`config.mk`:
```
export PLATFORM = sky130hd
export DESIGN_NAME = uart_fifo_rs485_controller_core
export DESIGN_NICKNAME = d
export VERILOG_FILES = /design/src/hw/rtl/ufrc_pkg.sv /design/src/hw/rtl/ufrc_ram.sv /design/src/hw/rtl/ufrc_ctrl.sv /design/src/hw/rtl/ufrc_dp.sv /design/src/hw/rtl/uart_fifo_rs485_controller_core.sv
export SDC_FILE = /design/constraint.sdc
export NUM_CORES = 2
export LEC_CHECK = 0
export BUFFER_PORTS_ARGS = -buffer_cell sky130_fd_sc_hd__buf_2
export CAP_MARGIN = 40
export CORE_ASPECT_RATIO = 1.25
export CORE_MARGIN = 2
export CORE_UTILIZATION = 50
export CTS_CLUSTER_SIZE = 20
export DETAILED_ROUTE_END_ITERATION = 7
export MAX_ROUTING_LAYER = met4
export PLACE_DENSITY_LB_ADDON = 0.2
export REMOVE_ABC_BUFFERS = 1
export SKIP_CTS_REPAIR_TIMING = 1
export SYNTH_ARGS = -nofsm -noshare
export SYNTH_HDL_FRONTEND = slang
export SYNTH_SLANG_ARGS = --single-unit
export TNS_END_PERCENT = 100
```
`constraint.sdc`:
```
create_clock -name clk_i -period 10.75 [get_ports clk_i]
set_input_delay 1.6125 -clock clk_i [delete_from_list [all_inputs] [get_ports clk_i]]
set_output_delay 1.6125 -clock clk_i [all_outputs]
set_load 0.005 [all_outputs]
```
`src/hw/rtl/ufrc_pkg.sv`:
```
// shared types, codes and sizing helpers for the uart fifo rs485 controller
`default_nettype none
package ufrc_pkg;

  localparam int unsigned TX_DEPTH_DEF = 256;
  localparam int unsigned RX_DEPTH_DEF = 256;
  localparam int unsigned FUNC_W       = 3;
  localparam int unsigned BYTE_W       = 8;
  // result flags and bytes ahead of the two level fields
  localparam int unsigned RES_FIXED_W  = 5 + 2 * BYTE_W;

  typedef enum logic [FUNC_W-1:0] {
    FUNC_PUT    = 3'd0,
    FUNC_GET    = 3'd1,
    FUNC_LINE_RX = 3'd2,
    FUNC_TX_RDY = 3'd3,
    FUNC_TX_CMP = 3'd4,
    FUNC_CLR_TX = 3'd5,
    FUNC_CLR_RX = 3'd6
  } func_e;

  typedef enum logic [1:0] {
    ST_IDLE,
    ST_EXEC,
    ST_FIN
  } ctrl_state_e;

  typedef struct packed {
    logic in_load;
    logic exec;
    logic out_load;
  } ufrc_cmd_t;

  typedef struct packed {
    logic out_free;
  } ufrc_sts_t;

  function automatic int unsigned level_w(input int unsigned depth);
    return $clog2(depth + 1);
  endfunction

  function automatic int unsigned res_tdata_w(input int unsigned tx_d, input int unsigned rx_d);
    int unsigned w;
    w = RES_FIXED_W + level_w(tx_d) + level_w(rx_d);
    return ((w + 7) / 8) * 8;
  endfunction

endpackage
`default_nettype wire

```
`src/hw/rtl/ufrc_ram.sv`:
```
// generic single-write, single-read ram with registered read data
`default_nettype none
module ufrc_ram #(
  parameter int unsigned WIDTH = 8,
  parameter int unsigned DEPTH = 256
) (
  input  wire logic                     clk_i,
  input  wire logic                     wr_en_i,
  input  wire logic [$clog2(DEPTH)-1:0] wr_addr_i,
  input  wire logic [WIDTH-1:0]         wr_data_i,
  input  wire logic                     rd_en_i,
  input  wire logic [$clog2(DEPTH)-1:0] rd_addr_i,
  output logic      [WIDTH-1:0]         rd_data_o
);

  logic [WIDTH-1:0] mem_q [DEPTH];
  logic [WIDTH-1:0] rd_data_q;

  always_ff @(posedge clk_i) begin
    if (wr_en_i) begin
      mem_q[wr_addr_i] <= wr_data_i;
    end
    if (rd_en_i) begin
      rd_data_q <= mem_q[rd_addr_i];
    end
  end

  assign rd_data_o = rd_data_q;

endmodule
`default_nettype wire

```
`src/hw/rtl/ufrc_ctrl.sv`:
```
// controller state machine: accept, execute, deliver
`default_nettype none
module ufrc_ctrl
  import ufrc_pkg::*;
(
  input  wire logic      clk_i,
  input  wire logic      rst_ni,
  input  wire logic      s_axis_tvalid_i,
  output logic           s_axis_tready_o,
  input  wire ufrc_sts_t sts_i,
  output ufrc_cmd_t      cmd_o
);

  ctrl_state_e state_q, state_d;

  always_ff @(posedge clk_i or negedge rst_ni) begin
    if (!rst_ni) begin
      state_q <= ST_IDLE;
    end else begin
      state_q <= state_d;
    end
  end

  always_comb begin
    state_d         = state_q;
    cmd_o           = '0;
    s_axis_tready_o = 1'b0;
    unique case (state_q)
      ST_IDLE: begin
        s_axis_tready_o = 1'b1;
        if (s_axis_tvalid_i) begin
          cmd_o.in_load = 1'b1;
          state_d       = ST_EXEC;
        end
      end
      ST_EXEC: begin
        cmd_o.exec = 1'b1;
        state_d    = ST_FIN;
      end
      ST_FIN: begin
        // ram read data is ready here; wait for the output register
        if (sts_i.out_free) begin
          cmd_o.out_load = 1'b1;
          state_d        = ST_IDLE;
        end
      end
    endcase
  end

endmodule
`default_nettype wire

```
`src/hw/rtl/ufrc_dp.sv`:
```
// datapath: fifo pointers, fill counts, line control flags, rams and result register
`default_nettype none
module ufrc_dp
  import ufrc_pkg::*;
#(
  parameter int unsigned TX_DEPTH = TX_DEPTH_DEF,
  parameter int unsigned RX_DEPTH = RX_DEPTH_DEF
) (
  input  wire logic                                   clk_i,
  input  wire logic                                   rst_ni,
  input  wire ufrc_cmd_t                              cmd_i,
  output ufrc_sts_t                                   sts_o,
  input  wire logic [BYTE_W-1:0]                      s_axis_tdata_i,
  input  wire logic [FUNC_W-1:0]                      s_axis_tuser_i,
  output logic                                        m_axis_tvalid_o,
  input  wire logic                                   m_axis_tready_i,
  output logic [res_tdata_w(TX_DEPTH, RX_DEPTH)-1:0]  m_axis_tdata_o
);

  localparam int unsigned TX_AW   = $clog2(TX_DEPTH);
  localparam int unsigned RX_AW   = $clog2(RX_DEPTH);
  localparam int unsigned TX_FW   = level_w(TX_DEPTH);
  localparam int unsigned RX_FW   = level_w(RX_DEPTH);
  localparam int unsigned RES_W   = RES_FIXED_W + TX_FW + RX_FW;
  localparam int unsigned TDATA_W = res_tdata_w(TX_DEPTH, RX_DEPTH);

  // captured transaction
  logic [FUNC_W-1:0] func_q;
  logic [BYTE_W-1:0] data_q;

  logic [TX_AW-1:0] tx_wptr_q, tx_wptr_d, tx_rptr_q, tx_rptr_d;
  logic [TX_FW-1:0] tx_fill_q, tx_fill_d;
  logic [RX_AW-1:0] rx_wptr_q, rx_wptr_d, rx_rptr_q, rx_rptr_d;
  logic [RX_FW-1:0] rx_fill_q, rx_fill_d;
  logic ready_armed_q, ready_armed_d;
  logic done_armed_q, done_armed_d;
  logic sending_q, sending_d;
  logic dir_tx_q, dir_tx_d;

  logic put_ok_q, put_ok_d;
  logic get_ok_q, get_ok_d;
  logic send_ok_q, send_ok_d;

  logic tx_wr_en, tx_rd_en, rx_wr_en, rx_rd_en;
  logic [BYTE_W-1:0] tx_rd_data, rx_rd_data;

  logic               out_valid_q;
  logic [TDATA_W-1:0] out_data_q;
  logic [RES_W-1:0]   res_pack;

  function automatic logic [TX_AW-1:0] tx_next(input logic [TX_AW-1:0] p);
    return (p == TX_AW'(TX_DEPTH - 1)) ? '0 : p + 1'b1;
  endfunction

  function automatic logic [RX_AW-1:0] rx_next(input logic [RX_AW-1:0] p);
    return (p == RX_AW'(RX_DEPTH - 1)) ? '0 : p + 1'b1;
  endfunction

  always_ff @(posedge clk_i) begin
    if (cmd_i.in_load) begin
      func_q <= s_axis_tuser_i;
      data_q <= s_axis_tdata_i;
    end
  end

  always_comb begin
    tx_wptr_d     = tx_wptr_q;
    tx_rptr_d     = tx_rptr_q;
    tx_fill_d     = tx_fill_q;
    rx_wptr_d     = rx_wptr_q;
    rx_rptr_d     = rx_rptr_q;
    rx_fill_d     = rx_fill_q;
    ready_armed_d = ready_armed_q;
    done_armed_d  = done_armed_q;
    sending_d     = sending_q;
    dir_tx_d      = dir_tx_q;
    put_ok_d      = put_ok_q;
    get_ok_d      = get_ok_q;
    send_ok_d     = send_ok_q;
    tx_wr_en      = 1'b0;
    tx_rd_en      = 1'b0;
    rx_wr_en      = 1'b0;
    rx_rd_en      = 1'b0;
    if (cmd_i.exec) begin
      put_ok_d  = 1'b0;
      get_ok_d  = 1'b0;
      send_ok_d = 1'b0;
      unique case (func_e'(func_q))
        FUNC_PUT: begin
          dir_tx_d      = 1'b1;
          ready_armed_d = 1'b1;
          if (tx_fill_q != TX_FW'(TX_DEPTH)) begin
            tx_wr_en  = 1'b1;
            tx_wptr_d = tx_next(tx_wptr_q);
            tx_fill_d = tx_fill_q + 1'b1;
            put_ok_d  = 1'b1;
          end
        end
        FUNC_GET: begin
          if (rx_fill_q != '0) begin
            rx_rd_en  = 1'b1;
            rx_rptr_d = rx_next(rx_rptr_q);
            rx_fill_d = rx_fill_q - 1'b1;
            get_ok_d  = 1'b1;
          end
        end
        FUNC_LINE_RX: begin
          // a full fifo overwrites the oldest slot, the count saturates
          rx_wr_en  = 1'b1;
          rx_wptr_d = rx_next(rx_wptr_q);
          if (rx_fill_q != RX_FW'(RX_DEPTH)) begin
            rx_fill_d = rx_fill_q + 1'b1;
          end
        end
        FUNC_TX_RDY: begin
          if (ready_armed_q) begin
            if (tx_fill_q == '0) begin
              ready_armed_d = 1'b0;
              done_armed_d  = 1'b1;
            end else begin
              sending_d = 1'b1;
              tx_rd_en  = 1'b1;
              tx_rptr_d = tx_next(tx_rptr_q);
              tx_fill_d = tx_fill_q - 1'b1;
              send_ok_d = 1'b1;
            end
          end
        end
        FUNC_TX_CMP: begin
          if (done_armed_q) begin
            if (tx_fill_q == '0) begin
              done_armed_d = 1'b0;
              dir_tx_d     = 1'b0;
              sending_d    = 1'b0;
            end else begin
              tx_rd_en  = 1'b1;
              tx_rptr_d = tx_next(tx_rptr_q);
              tx_fill_d = tx_fill_q - 1'b1;
              send_ok_d = 1'b1;
            end
          end
        end
        FUNC_CLR_TX: begin
          tx_wptr_d = '0;
          tx_rptr_d = '0;
          tx_fill_d = '0;
        end
        FUNC_CLR_RX: begin
          rx_wptr_d = '0;
          rx_rptr_d = '0;
          rx_fill_d = '0;
        end
        default: begin
        end
      endcase
    end
  end

  always_ff @(posedge clk_i or negedge rst_ni) begin
    if (!rst_ni) begin
      tx_wptr_q     <= '0;
      tx_rptr_q     <= '0;
      tx_fill_q     <= '0;
      rx_wptr_q     <= '0;
      rx_rptr_q     <= '0;
      rx_fill_q     <= '0;
      ready_armed_q <= 1'b0;
      done_armed_q  <= 1'b0;
      sending_q     <= 1'b0;
      dir_tx_q      <= 1'b0;
      put_ok_q      <= 1'b0;
      get_ok_q      <= 1'b0;
      send_ok_q     <= 1'b0;
    end else begin
      tx_wptr_q     <= tx_wptr_d;
      tx_rptr_q     <= tx_rptr_d;
      tx_fill_q     <= tx_fill_d;
      rx_wptr_q     <= rx_wptr_d;
      rx_rptr_q     <= rx_rptr_d;
      rx_fill_q     <= rx_fill_d;
      ready_armed_q <= ready_armed_d;
      done_armed_q  <= done_armed_d;
      sending_q     <= sending_d;
      dir_tx_q      <= dir_tx_d;
      put_ok_q      <= put_ok_d;
      get_ok_q      <= get_ok_d;
      send_ok_q     <= send_ok_d;
    end
  end

  ufrc_ram #(
    .WIDTH (BYTE_W),
    .DEPTH (TX_DEPTH)
  ) u_tx_ram (
    .clk_i     (clk_i),
    .wr_en_i   (tx_wr_en),
    .wr_addr_i (tx_wptr_q),
    .wr_data_i (data_q),
    .rd_en_i   (tx_rd_en),
    .rd_addr_i (tx_rptr_q),
    .rd_data_o (tx_rd_data)
  );

  ufrc_ram #(
    .WIDTH (BYTE_W),
    .DEPTH (RX_DEPTH)
  ) u_rx_ram (
    .clk_i     (clk_i),
    .wr_en_i   (rx_wr_en),
    .wr_addr_i (rx_wptr_q),
    .wr_data_i (data_q),
    .rd_en_i   (rx_rd_en),
    .rd_addr_i (rx_rptr_q),
    .rd_data_o (rx_rd_data)
  );

  // levels and flags already hold the post-event values in the finish cycle
  assign res_pack = {rx_fill_q, tx_fill_q, sending_q, dir_tx_q,
                     (send_ok_q ? tx_rd_data : BYTE_W'(0)), send_ok_q,
                     (get_ok_q ? rx_rd_data : BYTE_W'(0)), get_ok_q, put_ok_q};

  always_ff @(posedge clk_i or negedge rst_ni) begin
    if (!rst_ni) begin
      out_valid_q <= 1'b0;
    end else if (cmd_i.out_load) begin
      out_valid_q <= 1'b1;
    end else if (m_axis_tready_i) begin
      out_valid_q <= 1'b0;
    end
  end

  always_ff @(posedge clk_i) begin
    if (cmd_i.out_load) begin
      out_data_q <= TDATA_W'(res_pack);
    end
  end

  assign sts_o.out_free  = !out_valid_q || m_axis_tready_i;
  assign m_axis_tvalid_o = out_valid_q;
  assign m_axis_tdata_o  = out_data_q;

endmodule
`default_nettype wire

```
`src/hw/rtl/uart_fifo_rs485_controller_core.sv`:
```
// sequence: accept, execute with ram access, registered ram read and result load; a new
// event is accepted only after the previous result has been loaded into the output register;
// input is taken again while a result waits at the output
// reset: asynchronous active-low rst_ni clears pointers, fill counts, line flags and
// the output valid; fifo rams are not cleared and are never read before being written
`default_nettype none
module uart_fifo_rs485_controller_core
  import ufrc_pkg::*;
#(
  parameter int unsigned TX_DEPTH = TX_DEPTH_DEF,
  parameter int unsigned RX_DEPTH = RX_DEPTH_DEF
) (
  input  wire logic                                   clk_i,
  input  wire logic                                   rst_ni,
  input  wire logic                                   s_axis_tvalid_i,
  output logic                                        s_axis_tready_o,
  // data
  input  wire logic [BYTE_W-1:0]                      s_axis_tdata_i,
  // func
  input  wire logic [FUNC_W-1:0]                      s_axis_tuser_i,
  output logic                                        m_axis_tvalid_o,
  input  wire logic                                   m_axis_tready_i,
  // put_accepted, get_valid, get_byte, send_valid, send_byte, driver_enable,
  // busy_res, tx_level, rx_level, zero fill
  output logic [res_tdata_w(TX_DEPTH, RX_DEPTH)-1:0]  m_axis_tdata_o
);

  ufrc_cmd_t cmd;
  ufrc_sts_t sts;

  ufrc_ctrl u_ctrl (
    .clk_i           (clk_i),
    .rst_ni          (rst_ni),
    .s_axis_tvalid_i (s_axis_tvalid_i),
    .s_axis_tready_o (s_axis_tready_o),
    .sts_i           (sts),
    .cmd_o           (cmd)
  );

  ufrc_dp #(
    .TX_DEPTH (TX_DEPTH),
    .RX_DEPTH (RX_DEPTH)
  ) u_dp (
    .clk_i           (clk_i),
    .rst_ni          (rst_ni),
    .cmd_i           (cmd),
    .sts_o           (sts),
    .s_axis_tdata_i  (s_axis_tdata_i),
    .s_axis_tuser_i  (s_axis_tuser_i),
    .m_axis_tvalid_o (m_axis_tvalid_o),
    .m_axis_tready_i (m_axis_tready_i),
    .m_axis_tdata_o  (m_axis_tdata_o)
  );

endmodule
`default_nettype wire

```
Word-level counts from Yosys, hierarchy flattened
Memory sizes are Yosys's and may differ from the RTL's. A register that Yosys moved wholly into a read port is not among the register bits.
Index checks and enable logic that the tools add are counted.

word-level totals
  memory bits (writable) = 4096
  flip-flop bits (word level) = 110
  bits of input ports = 15
  output and inout port bits = 42
  word-level logic and storage cells = 140
  memories kept = 2

memories
  memory               depth  bits a word  read ports  clocked after Yosys merged registers in  write ports  RTL line        source
  u_dp.u_rx_ram.mem_q  256    8            1           1                                        1            ufrc_ram.sv:16  logic [WIDTH-1:0] mem_q [DEPTH];
  u_dp.u_tx_ram.mem_q  256    8            1           1                                        1            ufrc_ram.sv:16

operators by class
  equal/unequal tests = 24
  $add $sub $neg = 8
  reduce and logical (&&, ||, !) cells = 27
  muxes and demuxes = 59

operator list
  operator                                          count
  two-way mux 8 bit                                 9
  two-way mux 9 bit                                 6
  one-hot mux 8 bit (2 select lines)                3
  one-hot mux 9 bit (4 select lines)                1
  adder 8 x 1 -> 8 bit, second input constant       4
  == test 8 bit, second input constant              4
  two-way mux 1 bit                                 30
  one-hot mux 9 bit (3 select lines)                1
  one-hot mux 8 bit (3 select lines)                1
  adder 9 x 1 -> 9 bit, second input constant       2
  != test 9 bit, second input constant              2
  subtractor 9 x 1 -> 9 bit, second input constant  2
  AND reduction 4 bit                               4
  != test 2 x 1 -> 1 bit, second input constant     7
  nonzero test 2 bit                                7
  one-hot mux 1 bit (2 select lines)                5
  == test 3 bit, second input constant              3
  logical NOT 9 bit                                 1
  nonzero test 9 bit                                1
  == test 3 x 2 -> 1 bit, second input constant     2
  != test 2 bit, second input constant              3
  one-hot mux 2 bit (3 select lines)                1
  AND reduction 2 bit                               3
  AND reduction 3 bit                               2
  other kinds (12)                                  14

Depth between registers and ports, before layout
  word-level depth = 6
  mapped depth = 13
  depth with buffers taken out = 12

Hierarchy
From an unflattened synthesis, not the netlist that was laid out.

unflattened totals
  cell total of the unflattened synthesis = 7952
  area, all modules = 164622.9 um^2

by module, submodules not included
  module     sequential area each (um^2)  area an instance (um^2)  cells an instance  times used
  ufrc_ram   61739.2                      79636.4                  3733               2
  ufrc_dp    2952.8                       5193.7                   471                1
  ufrc_ctrl  50.0                         156.4                    15                 1

Worst setup path before layout
No wires, ideal clock.

  path kind = register to register
  start = register u_dp.data_q[0]
  end = memory u_dp.u_rx_ram.mem_q[0][0] (data pin)
  cell stages (with the launch flop) = 1
  data required time = 9315 ps
  setup slack = 3157 ps
  library setup time = 1435 ps
  path buffers = 0
  period minus slack after synthesis = 7593 ps
  arrival time = 6158 ps
  path through = edfxtp_1

RTL lines
  what                    RTL line        source
  start, declared         ufrc_dp.sv:29   logic [BYTE_W-1:0] data_q;
  start signal, assigned  ufrc_dp.sv:62   data_q <= s_axis_tdata_i;
  end, declared           ufrc_ram.sv:16

Straight into the memory's write port.

==> out/results.tsv <==
stage	metric	value	unit
yosys	post-synthesis cell count	8064	
yosys	Post-Synth Simple-Gate Area	2.99	%
global_route	met2 Track Usage GR	45.2	%
sta	min Tclk post-route	5.31	ns
clocking	Clock Sinks	4222	
layout	fillers	24140	
yosys	Async S/R FF share, synth	1.42	%
min_path	Worst Hold Class	register to register	
sta	Worst Skew	0.0578	ns
global_route	first-pass GRT wire length	635000	µm
global_route	vias in the first global route	84514	
yosys	Post-synth EDFFs	4162	
yosys	main combinational cell family by area after synthesis	multiplexers	
routing	initial detailed-routing violation count	10505	
yosys	syn avg cell area	20.4	µm²
routing	vias	83959	
place	Inst Count DP	12427	
die	Cell Rows	235	
sta	period utilisation layout	49.4	%
yosys	mux cell area share after synthesis	14.6	%
setup_path	Setup Crit Path Kind	register to register	
clocking	Num CTS Buffers	412	
power	Worst VDD drop	0.000191	V
place	DP Wirelength	277000	µm
sta	Achievable Freq	188	MHz
layout	nets	8517	
sta	max-slew violation count	0	
yosys	Yosys Warn Count	0	
power	Total Power	42300	µW
power	Cell Pwr Density	228	mW/mm²
routing	Pre-antenna DRT Iters	6	
die	Die Y-Extent	646	µm
place	GP Congestion	0.903	
sta	final setup fails	0	
setup_path	CP max FO	43	
die	die area	0.334	mm²
setup_path	WP data arrival	5.97	ns
routing	DR WL/cell	34.1	µm
routing	post-route ant nets	0	
setup_path	Crit path required time	11.41	ns
setup_path	reg2reg path depth	8	
place	IO Port Bufs	55	
layout	Area Growth Syn to Fin	12.6	%
die	Std-Cell Core Area	0.328	mm²
setup_path	Crit. End Element	register	
die	Initial Utilization	50.2	%
global_route	GRT met3 Usage	3.91	%
yosys	Seq/Total Area, Yosys	76.8	%
clocking	Clock Tree Buf Depth	4	
sta	WHS	0.462	ns
yosys	unique cell type count in the Yosys netlist	77	
sta	unrepaired setup endpoints after global routing	false	
power	Leak	0.0581	µW
clocking	CTS tree	built	
global_route	GRT busiest layer	met2	
setup_path	crit start category	register	
flow_run	Max-Cap Viols	0	
global_route	overall routing resource usage	27.6	%
sta	final hold vios	0	
routing	drc violations	0	
min_path	Worst Hold Depth	0	
yosys	Post-Synth XOR/XNOR Area	0.122	%
yosys	Synth Area in Compound Gates	3.58	%
yosys	ys flop type	edfxtp_1	
global_route	antenna violations before repair	13	
global_route	pin count of the biggest net entering global routing	222	
yosys	Adder-Cell Fraction of Synth Area	0.245	%
clocking	Clock Latency Late Sink	0.91	ns
yosys	synthesized cell area	0.165	mm²
die	Boundary Pins	57	
die	die width	517	µm
clocking	clk root buf	clkbuf_16	
clocking	Clk pin slew, worst setup/hold paths	0.06	ns
layout	ratio of cells with drive above 1 in the final layout	22.8	%
clocking	H-tree Lvls	5	
layout	final std cells w/o fill	13196	
routing	Via density	6.36	
sta	worst slew pin tran	1.30	ns
global_route	Global Route met1 Usage	33.6	%
sta	worst rel slew slack	13.4	%
status	status	complete, no violations	
yosys	flops & latches, synth	4222	
routing	DRT Wirelength	450000	µm
global_route	total gr overflow	0	
[kinds of logic after synthesis]
| kind of cell | Yosys count |
|---|---|
| buffers and inverters | 503 |
| XOR/XNOR | 23 |
| other | 1 |
| multiplexers | 1298 |
| AND/OR/NAND/NOR | 1147 |
| flip-flops | 4222 |
| adder cells (fa/ha/maj) | 31 |
| AO/OA/AOI/OAI | 839 |
[placed cells by master (no fill, tap or decap), types with 76 or more instances in the layout]
cell       synthesis  routed
clkbuf_1         232      85
edfxtp_1        4162    4162
buf_4             83     343
o21ai_0          128     128
a221oi_1         117     117
nor2_1           626     620
mux2i_1          394     394
a21oi_1          137     137
clkinv_1           6      80
a22oi_1          182     182
nand2_1          230     227
clkinv_2           0      76
mux4_2           887     887
clkbuf_16          0     420
[worst paths after layout]
path | from | end | slack, ns
max in group asynchronous | rst_ni | u_dp.tx_rptr_q[0] | 9.33
hold / removal | u_dp.dir_tx_q | u_dp.m_axis_tdata_o[19] | 0.46
setup / recovery | u_dp.rx_rptr_q[0] | u_dp.u_rx_ram.rd_data_o[7] | 5.44
hold reg to reg | u_dp.dir_tx_q | u_dp.m_axis_tdata_o[19] | 0.46
min in group asynchronous | rst_ni | u_ctrl.state_q[1] | 0.49
setup reg to reg | u_dp.rx_rptr_q[0] | u_dp.u_rx_ram.rd_data_o[7] | 5.44
[metal layers]
layer / wire, µm / vias up
met3: 31500 / 1016
li1: - / 34263
met5: 0 / -
met4: 28100 / 0
met2: 227000 / 4046
met1: 163000 / 44634
[registers in the layout, indices dropped and copies added, names as in the netlist, 2 cells and up]
name	flops
u_dp.rx_wptr_q	8
u_ctrl.state_q	2
u_dp.u_rx_ram.mem_q	2048
u_dp.rx_rptr_q	8
u_dp.m_axis_tdata_o	39
u_dp.u_rx_ram.rd_data_o	8
u_dp.tx_wptr_q	8
u_dp.func_q	3
u_dp.data_q	8
u_dp.tx_fill_q	9
u_dp.u_tx_ram.mem_q	2048
u_dp.rx_fill_q	9
u_dp.u_tx_ram.rd_data_o	8
u_dp.tx_rptr_q	8
[synthesized netlist by cell type, types with 78 or more instances]
| master | count | area share [%] |
|---|---|---|
| edfxtp_1 | 4162 | 76 |
| mux4_2 | 887 | 12 |
| nor2_1 | 626 | 1.4 |
| mux2i_1 | 394 | 2.4 |
| clkbuf_1 | 232 | 0.53 |
| nand2_1 | 230 | 0.52 |
| a22oi_1 | 182 | 0.83 |
| a21oi_1 | 137 | 0.42 |
| o21ai_0 | 128 | 0.39 |
| a221oi_1 | 117 | 0.62 |
| buf_4 | 83 | 0.38 |
| buf_2 | 78 | 0.24 |
[metrics by stage]
stage	cell area, µm²	setup WS [ns]	utilization (%)	setup TNS, ns
after floorplan	162000	-13.77	-	-404.95
after global placement	170000	5.39	51.8	0
after detailed placement	172000	5.40	52.4	0
after CTS	185000	5.38	56.5	0
after global routing	185000	5.25	56.6	0
final	185000	5.44	56.6	0
[power breakdown]
group	switching, µW	internal, µW	leakage [µW]
combinational	5010	3570	0.0133
sequential	245	18800	0.0382
clock	6130	8530	0.00662
[critical path, stage by stage (launching register included)]
cell and delay (ns):
dfrtp_4 0.87, buf_4 0.71, buf_4 0.77, mux4_2 0.59
mux4_2 0.55, nand2b_1 0.18, a311oi_1 0.71, nor3_1 0.24
a211o_1 0.33
[cell type report]
class	count	area, µm²	area share, %
Multi-Input combinational cell	3339	35700	19.2
Timing Repair Buffer	468	4150	2.24
Inverter	28	110	0.0594
Sequential cell	4222	127000	68.2
Clock inverter	243	2710	1.46
Antenna cell	6	15.0	0.00809
Tap cell	4384	5490	2.96
Clock buffer	506	10800	5.85
(Power assumes the default switching activity.)
